## config.mk

```make
export PLATFORM = sky130hd
export DESIGN_NAME = rigid_body_euler_rk2_step
export DESIGN_NICKNAME = d
export VERILOG_FILES = /design/src/rtl/core/rbe_pkg.sv /design/src/rtl/core/rigid_body_euler_rk2_step.sv /design/src/rtl/core/rbe_regs.sv /design/src/rtl/core/rbe_seq.sv /design/src/rtl/core/rbe_dp.sv
export SDC_FILE = /design/constraint.sdc
export NUM_CORES = 2
export LEC_CHECK = 0
export BUFFER_PORTS_ARGS = -buffer_cell sky130_fd_sc_hd__buf_2
export CORE_ASPECT_RATIO = 1.4
export CORE_MARGIN = 2
export CORE_UTILIZATION = 59
export DETAILED_ROUTE_END_ITERATION = 10
export PLACE_DENSITY = 0.77
export REMOVE_ABC_BUFFERS = 1
export SYNTH_ARGS = -nofsm -noshare
export SYNTH_HDL_FRONTEND = slang
export SYNTH_HIERARCHICAL = 1
export SYNTH_SLANG_ARGS = --single-unit
```

## constraint.sdc

```tcl
create_clock -name i_clk -period 11.75 [get_ports i_clk]
set_clock_uncertainty 0.2 [all_clocks]
set_input_delay 0.5875 -clock i_clk [delete_from_list [all_inputs] [get_ports i_clk]]
set_output_delay 0.5875 -clock i_clk [all_outputs]
set_load 0.1 [all_outputs]
```

## src/rtl/core/rbe_pkg.sv

```systemverilog
// ----------------------------------------------------------------------------
// rbe_pkg
// Shared types, constants and the microcode program of the rigid-body
// midpoint integrator.
// ----------------------------------------------------------------------------
`timescale 1ns / 1ps
`default_nettype none

package rbe_pkg;

    // number format and run length
    localparam int FRAC_BITS = 24;
    localparam int MAX_STEPS = 1024;
    localparam int CNT_W     = $clog2(MAX_STEPS);
    localparam int LIM_W     = CNT_W + 1;
    localparam int DATA_W    = 32;
    localparam int STEP_W    = 31;
    localparam int TOT_W     = 11;
    localparam int IDX_W     = 10;

    // register file of the configuration port
    localparam int NUM_REGS  = 8;
    localparam int ADDR_W    = $clog2(NUM_REGS * 4);

    // reset values of the configuration registers
    localparam logic [STEP_W-1:0]        RST_STEP  = 31'd167772;
    localparam logic signed [DATA_W-1:0] RST_GX    = 32'sd10066330;
    localparam logic signed [DATA_W-1:0] RST_GY    = -32'sd13421773;
    localparam logic signed [DATA_W-1:0] RST_GZ    = 32'sd6452775;
    localparam logic signed [DATA_W-1:0] RST_INIT  = 32'sd16777216;
    localparam logic [TOT_W-1:0]         RST_TOTAL = 11'd800;

    typedef enum logic [2:0] {
        REG_STEP  = 3'd0,
        REG_GX    = 3'd1,
        REG_GY    = 3'd2,
        REG_GZ    = 3'd3,
        REG_INITX = 3'd4,
        REG_INITY = 3'd5,
        REG_INITZ = 3'd6,
        REG_TOTAL = 3'd7
    } t_reg_idx;

    typedef struct packed {
        logic [STEP_W-1:0]        step_size;
        logic signed [DATA_W-1:0] gamma_x;
        logic signed [DATA_W-1:0] gamma_y;
        logic signed [DATA_W-1:0] gamma_z;
        logic signed [DATA_W-1:0] init_x;
        logic signed [DATA_W-1:0] init_y;
        logic signed [DATA_W-1:0] init_z;
        logic [TOT_W-1:0]         total_steps;
    } t_cfg;

    // microcode program counter
    localparam int PC_W = 5;
    localparam logic [PC_W-1:0] PC_IDLE = 5'd0;
    localparam logic [PC_W-1:0] PC_EMIT = 5'd2;

    // jump conditions
    typedef enum logic [2:0] {
        COND_NEVER    = 3'd0,
        COND_ALWAYS   = 3'd1,
        COND_NO_REQ   = 3'd2,
        COND_OVER     = 3'd3,
        COND_OUT_BUSY = 3'd4
    } t_cond;

    // multiplier operand a: step size, h*gamma products, chain temporaries
    typedef enum logic [2:0] {
        A_STEP = 3'd0,
        A_HX   = 3'd1,
        A_HY   = 3'd2,
        A_HZ   = 3'd3,
        A_TX   = 3'd4,
        A_TY   = 3'd5,
        A_TZ   = 3'd6
    } t_asel;

    // multiplier operand b: gammas, state vector, midpoint vector
    typedef enum logic [3:0] {
        B_GX = 4'd0,
        B_GY = 4'd1,
        B_GZ = 4'd2,
        B_VX = 4'd3,
        B_VY = 4'd4,
        B_VZ = 4'd5,
        B_MX = 4'd6,
        B_MY = 4'd7,
        B_MZ = 4'd8
    } t_bsel;

    // product destination
    typedef enum logic [2:0] {
        D_HX = 3'd0,
        D_HY = 3'd1,
        D_HZ = 3'd2,
        D_TX = 3'd3,
        D_TY = 3'd4,
        D_TZ = 3'd5
    } t_dsel;

    typedef enum logic [1:0] {
        AX_X = 2'd0,
        AX_Y = 2'd1,
        AX_Z = 2'd2
    } t_axis;

    // one control word
    typedef struct packed {
        t_cond            cond;
        logic [PC_W-1:0]  target;
        logic             take;
        logic             emit;
        logic             mul_en;
        t_asel            mul_a;
        t_bsel            mul_b;
        t_dsel            mul_dst;
        logic             add_en;
        t_axis            add_axis;
        logic             add_final;
    } t_uop;

    // status seen by the jump logic
    typedef struct packed {
        logic req;
        logic over;
        logic out_busy;
    } t_flags;

    function automatic t_uop set_mul(input t_uop w, input t_asel a, input t_bsel b,
                                     input t_dsel d);
        t_uop r;
        r         = w;
        r.mul_en  = 1'b1;
        r.mul_a   = a;
        r.mul_b   = b;
        r.mul_dst = d;
        return r;
    endfunction

    function automatic t_uop set_add(input t_uop w, input t_axis ax, input logic fin);
        t_uop r;
        r           = w;
        r.add_en    = 1'b1;
        r.add_axis  = ax;
        r.add_final = fin;
        return r;
    endfunction

    // program: wait for a request, check the run, emit, then one rk2 step.
    // a product is written back one step after issue and is usable a step later
    function automatic t_uop rom_word(input logic [PC_W-1:0] pc);
        t_uop w;
        w = '0;
        unique case (pc)
            5'd0: begin
                w.take   = 1'b1;
                w.cond   = COND_NO_REQ;
                w.target = PC_IDLE;
            end
            5'd1: begin
                w.cond   = COND_OVER;
                w.target = PC_IDLE;
            end
            5'd2: begin
                w.emit   = 1'b1;
                w.cond   = COND_OUT_BUSY;
                w.target = PC_EMIT;
            end
            5'd3:  w = set_mul(w, A_STEP, B_GX, D_HX);
            5'd4:  w = set_mul(w, A_STEP, B_GY, D_HY);
            5'd5:  w = set_mul(w, A_STEP, B_GZ, D_HZ);
            5'd6:  w = set_mul(w, A_HX, B_VY, D_TX);
            5'd7:  w = set_mul(w, A_HY, B_VX, D_TY);
            5'd8:  w = set_mul(w, A_HZ, B_VX, D_TZ);
            5'd9:  w = set_mul(w, A_TX, B_VZ, D_TX);
            5'd10: w = set_mul(w, A_TY, B_VZ, D_TY);
            5'd11: w = set_add(set_mul(w, A_TZ, B_VY, D_TZ), AX_X, 1'b0);
            5'd12: w = set_add(set_mul(w, A_HY, B_MX, D_TY), AX_Y, 1'b0);
            5'd13: w = set_add(set_mul(w, A_HX, B_MY, D_TX), AX_Z, 1'b0);
            5'd14: w = set_mul(w, A_HZ, B_MX, D_TZ);
            5'd15: w = set_mul(w, A_TY, B_MZ, D_TY);
            5'd16: w = set_mul(w, A_TX, B_MZ, D_TX);
            5'd17: w = set_add(set_mul(w, A_TZ, B_MY, D_TZ), AX_Y, 1'b1);
            5'd18: w = set_add(w, AX_X, 1'b1);
            5'd19: begin
                w        = set_add(w, AX_Z, 1'b1);
                w.cond   = COND_ALWAYS;
                w.target = PC_IDLE;
            end
            default: begin
                w.cond   = COND_ALWAYS;
                w.target = PC_IDLE;
            end
        endcase
        return w;
    endfunction

endpackage

`default_nettype wire

```

## src/rtl/core/rigid_body_euler_rk2_step.sv

```systemverilog
// ----------------------------------------------------------------------------
// rigid_body_euler_rk2_step
// Torque-free rigid-body angular velocity integrator, midpoint rk2 step,
// signed Q8.24 state, microcoded around one shared multiplier.
// ----------------------------------------------------------------------------
// Usage
//   Input channel (i_valid / o_stall, payload i_restart): one request per
//   tick. restart=1 reloads the vector from init_x/y/z and starts at sample 0.
//   Output channel (o_valid / i_stall): one sample per producing tick, the
//   vector before the step, its index in the run and a last flag.
//   A tick after the final sample of a run gives no output and holds state.
//   The sample is registered at the emit step, after take and run check.
//   A producing request occupies the sequencer through three control steps,
//   15 products through the single 33x32 multiplier, each written back in
//   the cycle after issue, and two closing update sums (the midpoint and
//   first update sums overlap the products); a tick on a finished run
//   passes only the take and run-check steps.
//   A stalled sample waits in the output register while the next step is
//   computed; the next sample waits for that register to free up.
//   Configuration: APB-style, 32-bit registers at 4*index, to be written
//   only while idle (the block does not enforce it). Reset loads the register
//   defaults, the default vector and sample index 0, with no output pending.
// ----------------------------------------------------------------------------
`timescale 1ns / 1ps
`default_nettype none

module rigid_body_euler_rk2_step (
    input  wire logic                       i_clk,
    input  wire logic                       i_rst_n,
    // configuration port
    input  wire logic                       psel,
    input  wire logic                       penable,
    input  wire logic                       pwrite,
    input  wire logic [rbe_pkg::ADDR_W-1:0] paddr,
    input  wire logic [31:0]                pwdata,
    output logic [31:0]                     prdata,
    output logic                            pready,
    // request channel
    input  wire logic                       i_valid,
    output logic                            o_stall,
    input  wire logic                       i_restart,
    // result channel
    output logic                            o_valid,
    input  wire logic                       i_stall,
    output logic signed [31:0]              o_omega_x,
    output logic signed [31:0]              o_omega_y,
    output logic signed [31:0]              o_omega_z,
    output logic [rbe_pkg::IDX_W-1:0]       o_step_index,
    output logic                            o_last
);

    localparam int CW = rbe_pkg::CNT_W;
    localparam int LW = rbe_pkg::LIM_W;

    rbe_pkg::t_cfg   w_cfg;
    rbe_pkg::t_uop   w_uop;
    rbe_pkg::t_flags w_flags;

    logic signed [rbe_pkg::DATA_W-1:0] w_vx, w_vy, w_vz;

    logic [CW-1:0] r_cnt;
    logic [LW-1:0] w_limit;
    logic          w_over;
    logic          w_is_last;
    logic          w_accept;
    logic          w_load;
    logic          w_out_busy;
    logic          w_emit;
    logic          r_out_valid;

    rbe_regs u_regs (
        .i_clk   (i_clk),
        .i_rst_n (i_rst_n),
        .psel    (psel),
        .penable (penable),
        .pwrite  (pwrite),
        .paddr   (paddr),
        .pwdata  (pwdata),
        .prdata  (prdata),
        .pready  (pready),
        .o_cfg   (w_cfg)
    );

    rbe_seq u_seq (
        .i_clk   (i_clk),
        .i_rst_n (i_rst_n),
        .i_flags (w_flags),
        .o_uop   (w_uop)
    );

    rbe_dp u_dp (
        .i_clk   (i_clk),
        .i_rst_n (i_rst_n),
        .i_uop   (w_uop),
        .i_cfg   (w_cfg),
        .i_load  (w_load),
        .o_vel_x (w_vx),
        .o_vel_y (w_vy),
        .o_vel_z (w_vz)
    );

    // request handshake
    assign o_stall  = !w_uop.take;
    assign w_accept = i_valid && !o_stall;
    assign w_load   = w_accept && i_restart;

    // run length clamped to [2, MAX_STEPS]
    always_comb begin
        if (w_cfg.total_steps < 2) begin
            w_limit = LW'(2);
        end else if (int'(w_cfg.total_steps) > rbe_pkg::MAX_STEPS) begin
            w_limit = LW'(rbe_pkg::MAX_STEPS);
        end else begin
            w_limit = LW'(w_cfg.total_steps);
        end
    end

    assign w_over    = {1'b0, r_cnt} >= (w_limit - 1'b1);
    assign w_is_last = {1'b0, r_cnt} == (w_limit - LW'(2));

    // sequencer status
    assign w_out_busy     = r_out_valid && i_stall;
    assign w_emit         = w_uop.emit && !w_out_busy;
    assign w_flags.req      = i_valid;
    assign w_flags.over     = w_over;
    assign w_flags.out_busy = w_out_busy;

    // sample counter
    always_ff @(posedge i_clk) begin
        if (!i_rst_n) begin
            r_cnt <= '0;
        end else if (w_load) begin
            r_cnt <= '0;
        end else if (w_emit) begin
            r_cnt <= r_cnt + 1'b1;
        end
    end

    // output register valid
    always_ff @(posedge i_clk) begin
        if (!i_rst_n) begin
            r_out_valid <= 1'b0;
        end else if (w_emit) begin
            r_out_valid <= 1'b1;
        end else if (r_out_valid && !i_stall) begin
            r_out_valid <= 1'b0;
        end
    end

    // output payload
    always_ff @(posedge i_clk) begin
        if (w_emit) begin
            o_omega_x    <= w_vx;
            o_omega_y    <= w_vy;
            o_omega_z    <= w_vz;
            o_step_index <= rbe_pkg::IDX_W'(r_cnt);
            o_last       <= w_is_last;
        end
    end

    assign o_valid = r_out_valid;

endmodule

`default_nettype wire

```

## src/rtl/core/rbe_regs.sv

```systemverilog
// ----------------------------------------------------------------------------
// rbe_regs
// Configuration registers behind an APB-style port.
// ----------------------------------------------------------------------------
`timescale 1ns / 1ps
`default_nettype none

module rbe_regs (
    input  wire logic                       i_clk,
    input  wire logic                       i_rst_n,
    input  wire logic                       psel,
    input  wire logic                       penable,
    input  wire logic                       pwrite,
    input  wire logic [rbe_pkg::ADDR_W-1:0] paddr,
    input  wire logic [31:0]                pwdata,
    output logic [31:0]                     prdata,
    output logic                            pready,
    output rbe_pkg::t_cfg                   o_cfg
);

    rbe_pkg::t_cfg      r_cfg;
    rbe_pkg::t_reg_idx  w_idx;
    logic               w_wr;

    assign w_idx  = rbe_pkg::t_reg_idx'(paddr[rbe_pkg::ADDR_W-1:2]);
    assign w_wr   = psel & penable & pwrite & pready;
    assign pready = 1'b1;
    assign o_cfg  = r_cfg;

    // register writes
    always_ff @(posedge i_clk) begin
        if (!i_rst_n) begin
            r_cfg.step_size   <= rbe_pkg::RST_STEP;
            r_cfg.gamma_x     <= rbe_pkg::RST_GX;
            r_cfg.gamma_y     <= rbe_pkg::RST_GY;
            r_cfg.gamma_z     <= rbe_pkg::RST_GZ;
            r_cfg.init_x      <= rbe_pkg::RST_INIT;
            r_cfg.init_y      <= rbe_pkg::RST_INIT;
            r_cfg.init_z      <= rbe_pkg::RST_INIT;
            r_cfg.total_steps <= rbe_pkg::RST_TOTAL;
        end else if (w_wr) begin
            unique case (w_idx)
                rbe_pkg::REG_STEP:  r_cfg.step_size   <= pwdata[rbe_pkg::STEP_W-1:0];
                rbe_pkg::REG_GX:    r_cfg.gamma_x     <= pwdata;
                rbe_pkg::REG_GY:    r_cfg.gamma_y     <= pwdata;
                rbe_pkg::REG_GZ:    r_cfg.gamma_z     <= pwdata;
                rbe_pkg::REG_INITX: r_cfg.init_x      <= pwdata;
                rbe_pkg::REG_INITY: r_cfg.init_y      <= pwdata;
                rbe_pkg::REG_INITZ: r_cfg.init_z      <= pwdata;
                rbe_pkg::REG_TOTAL: r_cfg.total_steps <= pwdata[rbe_pkg::TOT_W-1:0];
            endcase
        end
    end

    // read mux
    always_comb begin
        unique case (w_idx)
            rbe_pkg::REG_STEP:  prdata = 32'(r_cfg.step_size);
            rbe_pkg::REG_GX:    prdata = r_cfg.gamma_x;
            rbe_pkg::REG_GY:    prdata = r_cfg.gamma_y;
            rbe_pkg::REG_GZ:    prdata = r_cfg.gamma_z;
            rbe_pkg::REG_INITX: prdata = r_cfg.init_x;
            rbe_pkg::REG_INITY: prdata = r_cfg.init_y;
            rbe_pkg::REG_INITZ: prdata = r_cfg.init_z;
            rbe_pkg::REG_TOTAL: prdata = 32'(r_cfg.total_steps);
        endcase
    end

endmodule

`default_nettype wire

```

## src/rtl/core/rbe_seq.sv

```systemverilog
// ----------------------------------------------------------------------------
// rbe_seq
// Microcode sequencer: program counter, control store and jump logic.
// ----------------------------------------------------------------------------
`timescale 1ns / 1ps
`default_nettype none

module rbe_seq (
    input  wire logic            i_clk,
    input  wire logic            i_rst_n,
    input  wire rbe_pkg::t_flags i_flags,
    output rbe_pkg::t_uop        o_uop
);

    logic [rbe_pkg::PC_W-1:0] r_pc;
    logic [rbe_pkg::PC_W-1:0] n_pc;
    rbe_pkg::t_uop            w_uop;
    logic                     w_jump;

    assign w_uop = rbe_pkg::rom_word(r_pc);
    assign o_uop = w_uop;

    // jump condition
    always_comb begin
        unique case (w_uop.cond)
            rbe_pkg::COND_NEVER:    w_jump = 1'b0;
            rbe_pkg::COND_ALWAYS:   w_jump = 1'b1;
            rbe_pkg::COND_NO_REQ:   w_jump = !i_flags.req;
            rbe_pkg::COND_OVER:     w_jump = i_flags.over;
            rbe_pkg::COND_OUT_BUSY: w_jump = i_flags.out_busy;
            default:                w_jump = 1'b1;
        endcase
        n_pc = w_jump ? w_uop.target : r_pc + 1'b1;
    end

    // program counter
    always_ff @(posedge i_clk) begin
        if (!i_rst_n) begin
            r_pc <= rbe_pkg::PC_IDLE;
        end else begin
            r_pc <= n_pc;
        end
    end

endmodule

`default_nettype wire

```

## src/rtl/core/rbe_dp.sv

```systemverilog
// ----------------------------------------------------------------------------
// rbe_dp
// Datapath: state and scratch registers, one shared rounding multiplier
// and one saturating accumulate unit, steered by the control word.
// ----------------------------------------------------------------------------
`timescale 1ns / 1ps
`default_nettype none

module rbe_dp (
    input  wire logic                      i_clk,
    input  wire logic                      i_rst_n,
    input  wire rbe_pkg::t_uop             i_uop,
    input  wire rbe_pkg::t_cfg             i_cfg,
    input  wire logic                      i_load,
    output logic signed [rbe_pkg::DATA_W-1:0] o_vel_x,
    output logic signed [rbe_pkg::DATA_W-1:0] o_vel_y,
    output logic signed [rbe_pkg::DATA_W-1:0] o_vel_z
);

    localparam int DW = rbe_pkg::DATA_W;
    localparam int PW = 2 * DW + 1;
    localparam logic signed [PW-1:0] RND_HALF = PW'(1) <<< (rbe_pkg::FRAC_BITS - 1);
    localparam logic signed [DW-1:0] SMAX = {1'b0, {(DW-1){1'b1}}};
    localparam logic signed [DW-1:0] SMIN = {1'b1, {(DW-1){1'b0}}};

    // state vector, h*gamma, chain temporaries, midpoint
    logic signed [DW-1:0] r_vx, r_vy, r_vz;
    logic signed [DW-1:0] r_hx, r_hy, r_hz;
    logic signed [DW-1:0] r_tx, r_ty, r_tz;
    logic signed [DW-1:0] r_mx, r_my, r_mz;

    // multiplier pipeline
    logic signed [DW:0]   w_op_a;
    logic signed [DW-1:0] w_op_b;
    logic signed [PW-1:0] r_prod;
    logic                 r_wb_en;
    rbe_pkg::t_dsel       r_wb_dst;
    logic signed [PW-1:0] w_rnd;
    logic signed [PW-1:0] w_shr;
    logic signed [DW-1:0] w_wb;

    // accumulate unit
    logic signed [DW-1:0] w_v;
    logic signed [DW-1:0] w_t;
    logic signed [DW-1:0] w_neg;
    logic signed [DW-1:0] w_inc;
    logic signed [DW:0]   w_sum;
    logic signed [DW-1:0] w_acc;

    assign o_vel_x = r_vx;
    assign o_vel_y = r_vy;
    assign o_vel_z = r_vz;

    // operand a: step size is unsigned, the rest signed
    always_comb begin
        case (i_uop.mul_a)
            rbe_pkg::A_STEP: w_op_a = {2'b00, i_cfg.step_size};
            rbe_pkg::A_HX:   w_op_a = {r_hx[DW-1], r_hx};
            rbe_pkg::A_HY:   w_op_a = {r_hy[DW-1], r_hy};
            rbe_pkg::A_HZ:   w_op_a = {r_hz[DW-1], r_hz};
            rbe_pkg::A_TX:   w_op_a = {r_tx[DW-1], r_tx};
            rbe_pkg::A_TY:   w_op_a = {r_ty[DW-1], r_ty};
            rbe_pkg::A_TZ:   w_op_a = {r_tz[DW-1], r_tz};
            default:         w_op_a = '0;
        endcase
    end

    // operand b
    always_comb begin
        case (i_uop.mul_b)
            rbe_pkg::B_GX: w_op_b = i_cfg.gamma_x;
            rbe_pkg::B_GY: w_op_b = i_cfg.gamma_y;
            rbe_pkg::B_GZ: w_op_b = i_cfg.gamma_z;
            rbe_pkg::B_VX: w_op_b = r_vx;
            rbe_pkg::B_VY: w_op_b = r_vy;
            rbe_pkg::B_VZ: w_op_b = r_vz;
            rbe_pkg::B_MX: w_op_b = r_mx;
            rbe_pkg::B_MY: w_op_b = r_my;
            rbe_pkg::B_MZ: w_op_b = r_mz;
            default:       w_op_b = '0;
        endcase
    end

    // product register and write-back tag
    always_ff @(posedge i_clk) begin
        if (i_uop.mul_en) begin
            r_prod   <= w_op_a * w_op_b;
            r_wb_dst <= i_uop.mul_dst;
        end
    end

    always_ff @(posedge i_clk) begin
        if (!i_rst_n) begin
            r_wb_en <= 1'b0;
        end else begin
            r_wb_en <= i_uop.mul_en;
        end
    end

    // round to nearest (ties up), drop fraction, saturate
    always_comb begin
        w_rnd = r_prod + RND_HALF;
        w_shr = w_rnd >>> rbe_pkg::FRAC_BITS;
        if (!w_shr[PW-1] && (|w_shr[PW-2:DW-1])) begin
            w_wb = SMAX;
        end else if (w_shr[PW-1] && !(&w_shr[PW-2:DW-1])) begin
            w_wb = SMIN;
        end else begin
            w_wb = w_shr[DW-1:0];
        end
    end

    // product write-back
    always_ff @(posedge i_clk) begin
        if (r_wb_en) begin
            case (r_wb_dst)
                rbe_pkg::D_HX: r_hx <= w_wb;
                rbe_pkg::D_HY: r_hy <= w_wb;
                rbe_pkg::D_HZ: r_hz <= w_wb;
                rbe_pkg::D_TX: r_tx <= w_wb;
                rbe_pkg::D_TY: r_ty <= w_wb;
                rbe_pkg::D_TZ: r_tz <= w_wb;
                default: ;
            endcase
        end
    end

    // accumulate: v + (-t) or v + (-t)/2, negation and sum saturate
    always_comb begin
        case (i_uop.add_axis)
            rbe_pkg::AX_X: begin w_v = r_vx; w_t = r_tx; end
            rbe_pkg::AX_Y: begin w_v = r_vy; w_t = r_ty; end
            rbe_pkg::AX_Z: begin w_v = r_vz; w_t = r_tz; end
            default:       begin w_v = r_vx; w_t = r_tx; end
        endcase
        w_neg = (w_t == SMIN) ? SMAX : -w_t;
        w_inc = i_uop.add_final ? w_neg : (w_neg >>> 1);
        w_sum = {w_v[DW-1], w_v} + {w_inc[DW-1], w_inc};
        if (w_sum[DW] != w_sum[DW-1]) begin
            w_acc = w_sum[DW] ? SMIN : SMAX;
        end else begin
            w_acc = w_sum[DW-1:0];
        end
    end

    // midpoint vector
    always_ff @(posedge i_clk) begin
        if (i_uop.add_en && !i_uop.add_final) begin
            case (i_uop.add_axis)
                rbe_pkg::AX_X: r_mx <= w_acc;
                rbe_pkg::AX_Y: r_my <= w_acc;
                rbe_pkg::AX_Z: r_mz <= w_acc;
                default: ;
            endcase
        end
    end

    // state vector: restart load or step update
    always_ff @(posedge i_clk) begin
        if (!i_rst_n) begin
            r_vx <= rbe_pkg::RST_INIT;
            r_vy <= rbe_pkg::RST_INIT;
            r_vz <= rbe_pkg::RST_INIT;
        end else if (i_load) begin
            r_vx <= i_cfg.init_x;
            r_vy <= i_cfg.init_y;
            r_vz <= i_cfg.init_z;
        end else if (i_uop.add_en && i_uop.add_final) begin
            case (i_uop.add_axis)
                rbe_pkg::AX_X: r_vx <= w_acc;
                rbe_pkg::AX_Y: r_vy <= w_acc;
                rbe_pkg::AX_Z: r_vz <= w_acc;
                default: ;
            endcase
        end
    end

endmodule

`default_nettype wire

```

==> impl_metrics.env <==
export IMPL_port_buffers=183
export IMPL_drv_cap=0
export IMPL_vias=62100
export IMPL_p_per_area_nw_per_um2=257
export IMPL_ios=187
export IMPL_cts_buffers=73
export IMPL_path_class="reg -> reg"
export IMPL_critPathMaxStageDelay_ns=0.80
export IMPL_grt_max_degree=139
export IMPL_hold_ws_ns=0.0102
export IMPL_cpMaxStageDelayCell="o2111a_1"
export IMPL_core_area_sq_um=125000
export IMPL_fin_setup_tns_ns=0
export IMPL_grt_setup_unrepaired="no"
export IMPL_cts_buffer_depth=3
export IMPL_layout_commonest_cell="inv_1"
export IMPL_die_y_um=424
export IMPL_placedCellCount=9461
export IMPL_antenna_left=0
export IMPL_min_from="pwdata[16]"
export IMPL_path_buf_inv=8
export IMPL_num_rows=154
export IMPL_clock_latency_ns=0.70
export IMPL_r2r_end="u_dp/r_prod[48]"
export IMPL_syn2layout_area_growth_pct=9.76
export IMPL_grt_pass1_vias=63500
export IMPL_path_max_fanout=12
export IMPL_cts_reportedPaths_clkPinSlew_ns=0.07
export IMPL_initial_utilization=0.592
export IMPL_worst_r2r_cell_count=33
export IMPL_crit_family="adder cells"
export IMPL_place_gp_congestion=1.05
export IMPL_dr_pass1_iters=9
export IMPL_whs_path_depth=3
export IMPL_grt_usage=0.416
export IMPL_crit_start="u_seq/r_pc[0]"
export IMPL_drive_above_1_share=0.119
export IMPL_final_cell_mix="inv_1, fa_1, nand2_1"
export IMPL_cp_common_cell="fa_1"
export IMPL_fillers=9931
export IMPL_finalNonFillerCells=9625
export IMPL_die_area_sq_um=129000
export IMPL_ys_warn_count=6
export IMPL_period_share=0.980
export IMPL_wl_per_cell_um=27.8
export IMPL_fp_dieW_um=304
export IMPL_status="complete, no violations"
export IMPL_cts_sinks=787
export IMPL_endpoint_kind="flip-flop"
export IMPL_fmax_mhz=86.9
export IMPL_antenna_found_initial=15
export IMPL_tightest_slew_ns=1.34
export IMPL_drc=0
export IMPL_drv_slew=0
export IMPL_syn_mean_instance_area_sq_um=9.57
export IMPL_dp_hpwl_um=202000
export IMPL_cp_data_required_time_ns=11.95
export IMPL_hold_violations=0
export IMPL_max_slew_margin=0.101
export IMPL_rrSetupSlack_ns=0.24
export IMPL_synthCells=7760
export IMPL_finalWirelength_um=268000
export IMPL_grt_overflow_total=0
export IMPL_finalSetupViolCount=0
export IMPL_grt_pass1_wl_um=394000
export IMPL_fin_nets=9293
export IMPL_cts_tree="done"
export IMPL_r2r_start="u_seq/r_pc[0]"
export IMPL_fin_crit_ns=11.51
export IMPL_clockRootBuffer="clkbuf_16"
export IMPL_htreeDepth=3
export IMPL_min_path_type="in -> reg"
export IMPL_irDropWorstVdd_uv=831
export IMPL_syn_area_sq_um=74200
export IMPL_drt_iter0_markers=7556
export IMPL_hold_end="u_regs/o_cfg[155]"
export IMPL_arrival_ns=11.71
export IMPL_via_per_inst=6.45
export IMPL_p_leak_nw=35.9
export IMPL_crit_path_start_kind="flip-flop"
-- report_power, final --
part	internal (mW)	switching [mW]	total (mW)	leakage (nW)
logic	5.73	8.88	14.6	27.8
registers	3.58	0.183	3.77	6.81
clock network	1.45	1.13	2.58	1.27
-- stage by stage --
stage / util / power (mW) / worst slack [ns] / instance area (sq um)
2_1_floorplan: - / 12.3 / -3.20 / 72000
3_3_place_gp: 0.626 / 17.7 / 0.177 / 78600
3_5_place_dp: 0.626 / 17.9 / 0.0848 / 78600
4_1_cts: 0.649 / 20.5 / 0.0299 / 81400
5_1_grt: 0.650 / 22.2 / 0.0140 / 81500
6_report: 0.650 / 21.0 / 0.239 / 81500
-- state kept, by name, summed over array words and instances (netlist names), 32 cells and up --
signal and count:
u_regs/o_cfg 234, u_dp/r_tx 32, o_omega_y 32, u_dp/r_hy 32, u_dp/r_my 32, u_dp/r_mz 32, u_dp/o_vel_z 32, u_dp/r_prod 42
o_omega_z 32, u_dp/r_hz 32, u_dp/r_ty 32, u_dp/r_tz 32, u_dp/r_mx 32, u_dp/o_vel_x 32, o_omega_x 32, u_dp/o_vel_y 32
u_dp/r_hx 32
-- tightest hold or removal path, delay by kind of cell --
kind | cells | cell delay, ns
buffers and inverters | 1 | 0.14
and+or+nand+nor | 2 | 0.13
-- per-layer routing --
metal | part of all wire | vias up | track usage | routed length, um
met5 | 0.00031 | - | 0 | 83
met4 | 0.11 | 14 | 0.377 | 30300
met3 | 0.11 | 1410 | 0.0916 | 28700
met2 | 0.47 | 4321 | 0.687 | 125000
met1 | 0.31 | 30500 | 0.449 | 83600
li1 | - | 25900 | - | -
-- how the worst max path moves through the flow --
stage / to / slack (ns) / depth (start not counted)
global route: u_dp/r_prod[58] / 0.01 / 40
global placement: u_dp/r_prod[58] / 0.18 / 39
finish: u_dp/r_prod[48] / 0.24 / 33
detailed placement: u_dp/r_prod[58] / 0.08 / 44
CTS: u_dp/r_prod[58] / 0.03 / 44
floorplan: u_dp/r_prod[61] / -3.20 / 31
-- repair_timing --
| item | in CTS | in global routing |
|---|---|---|
| endpoints found under the hold margin | 31 | 0 |
| hold buffers | 21 | 0 |
| resized for setup | 0 | 29 |
| setup buffers | 0 | 2 |
| setup endpoints to repair | 0 | 20 |
-- area by class of cell --
type	instances	area, sq um	area share
clock buffers	96	2130	0.0262
inverters	1099	4130	0.0507
diodes	6	15.0	0.000184
multi-input cells	5380	48200	0.592
clock inverters	39	453	0.00556
well taps	1638	2050	0.0251
repair buffers	580	4320	0.0530
flip-flops and latches	787	20200	0.247
Power figures use the tool's default switching activity.
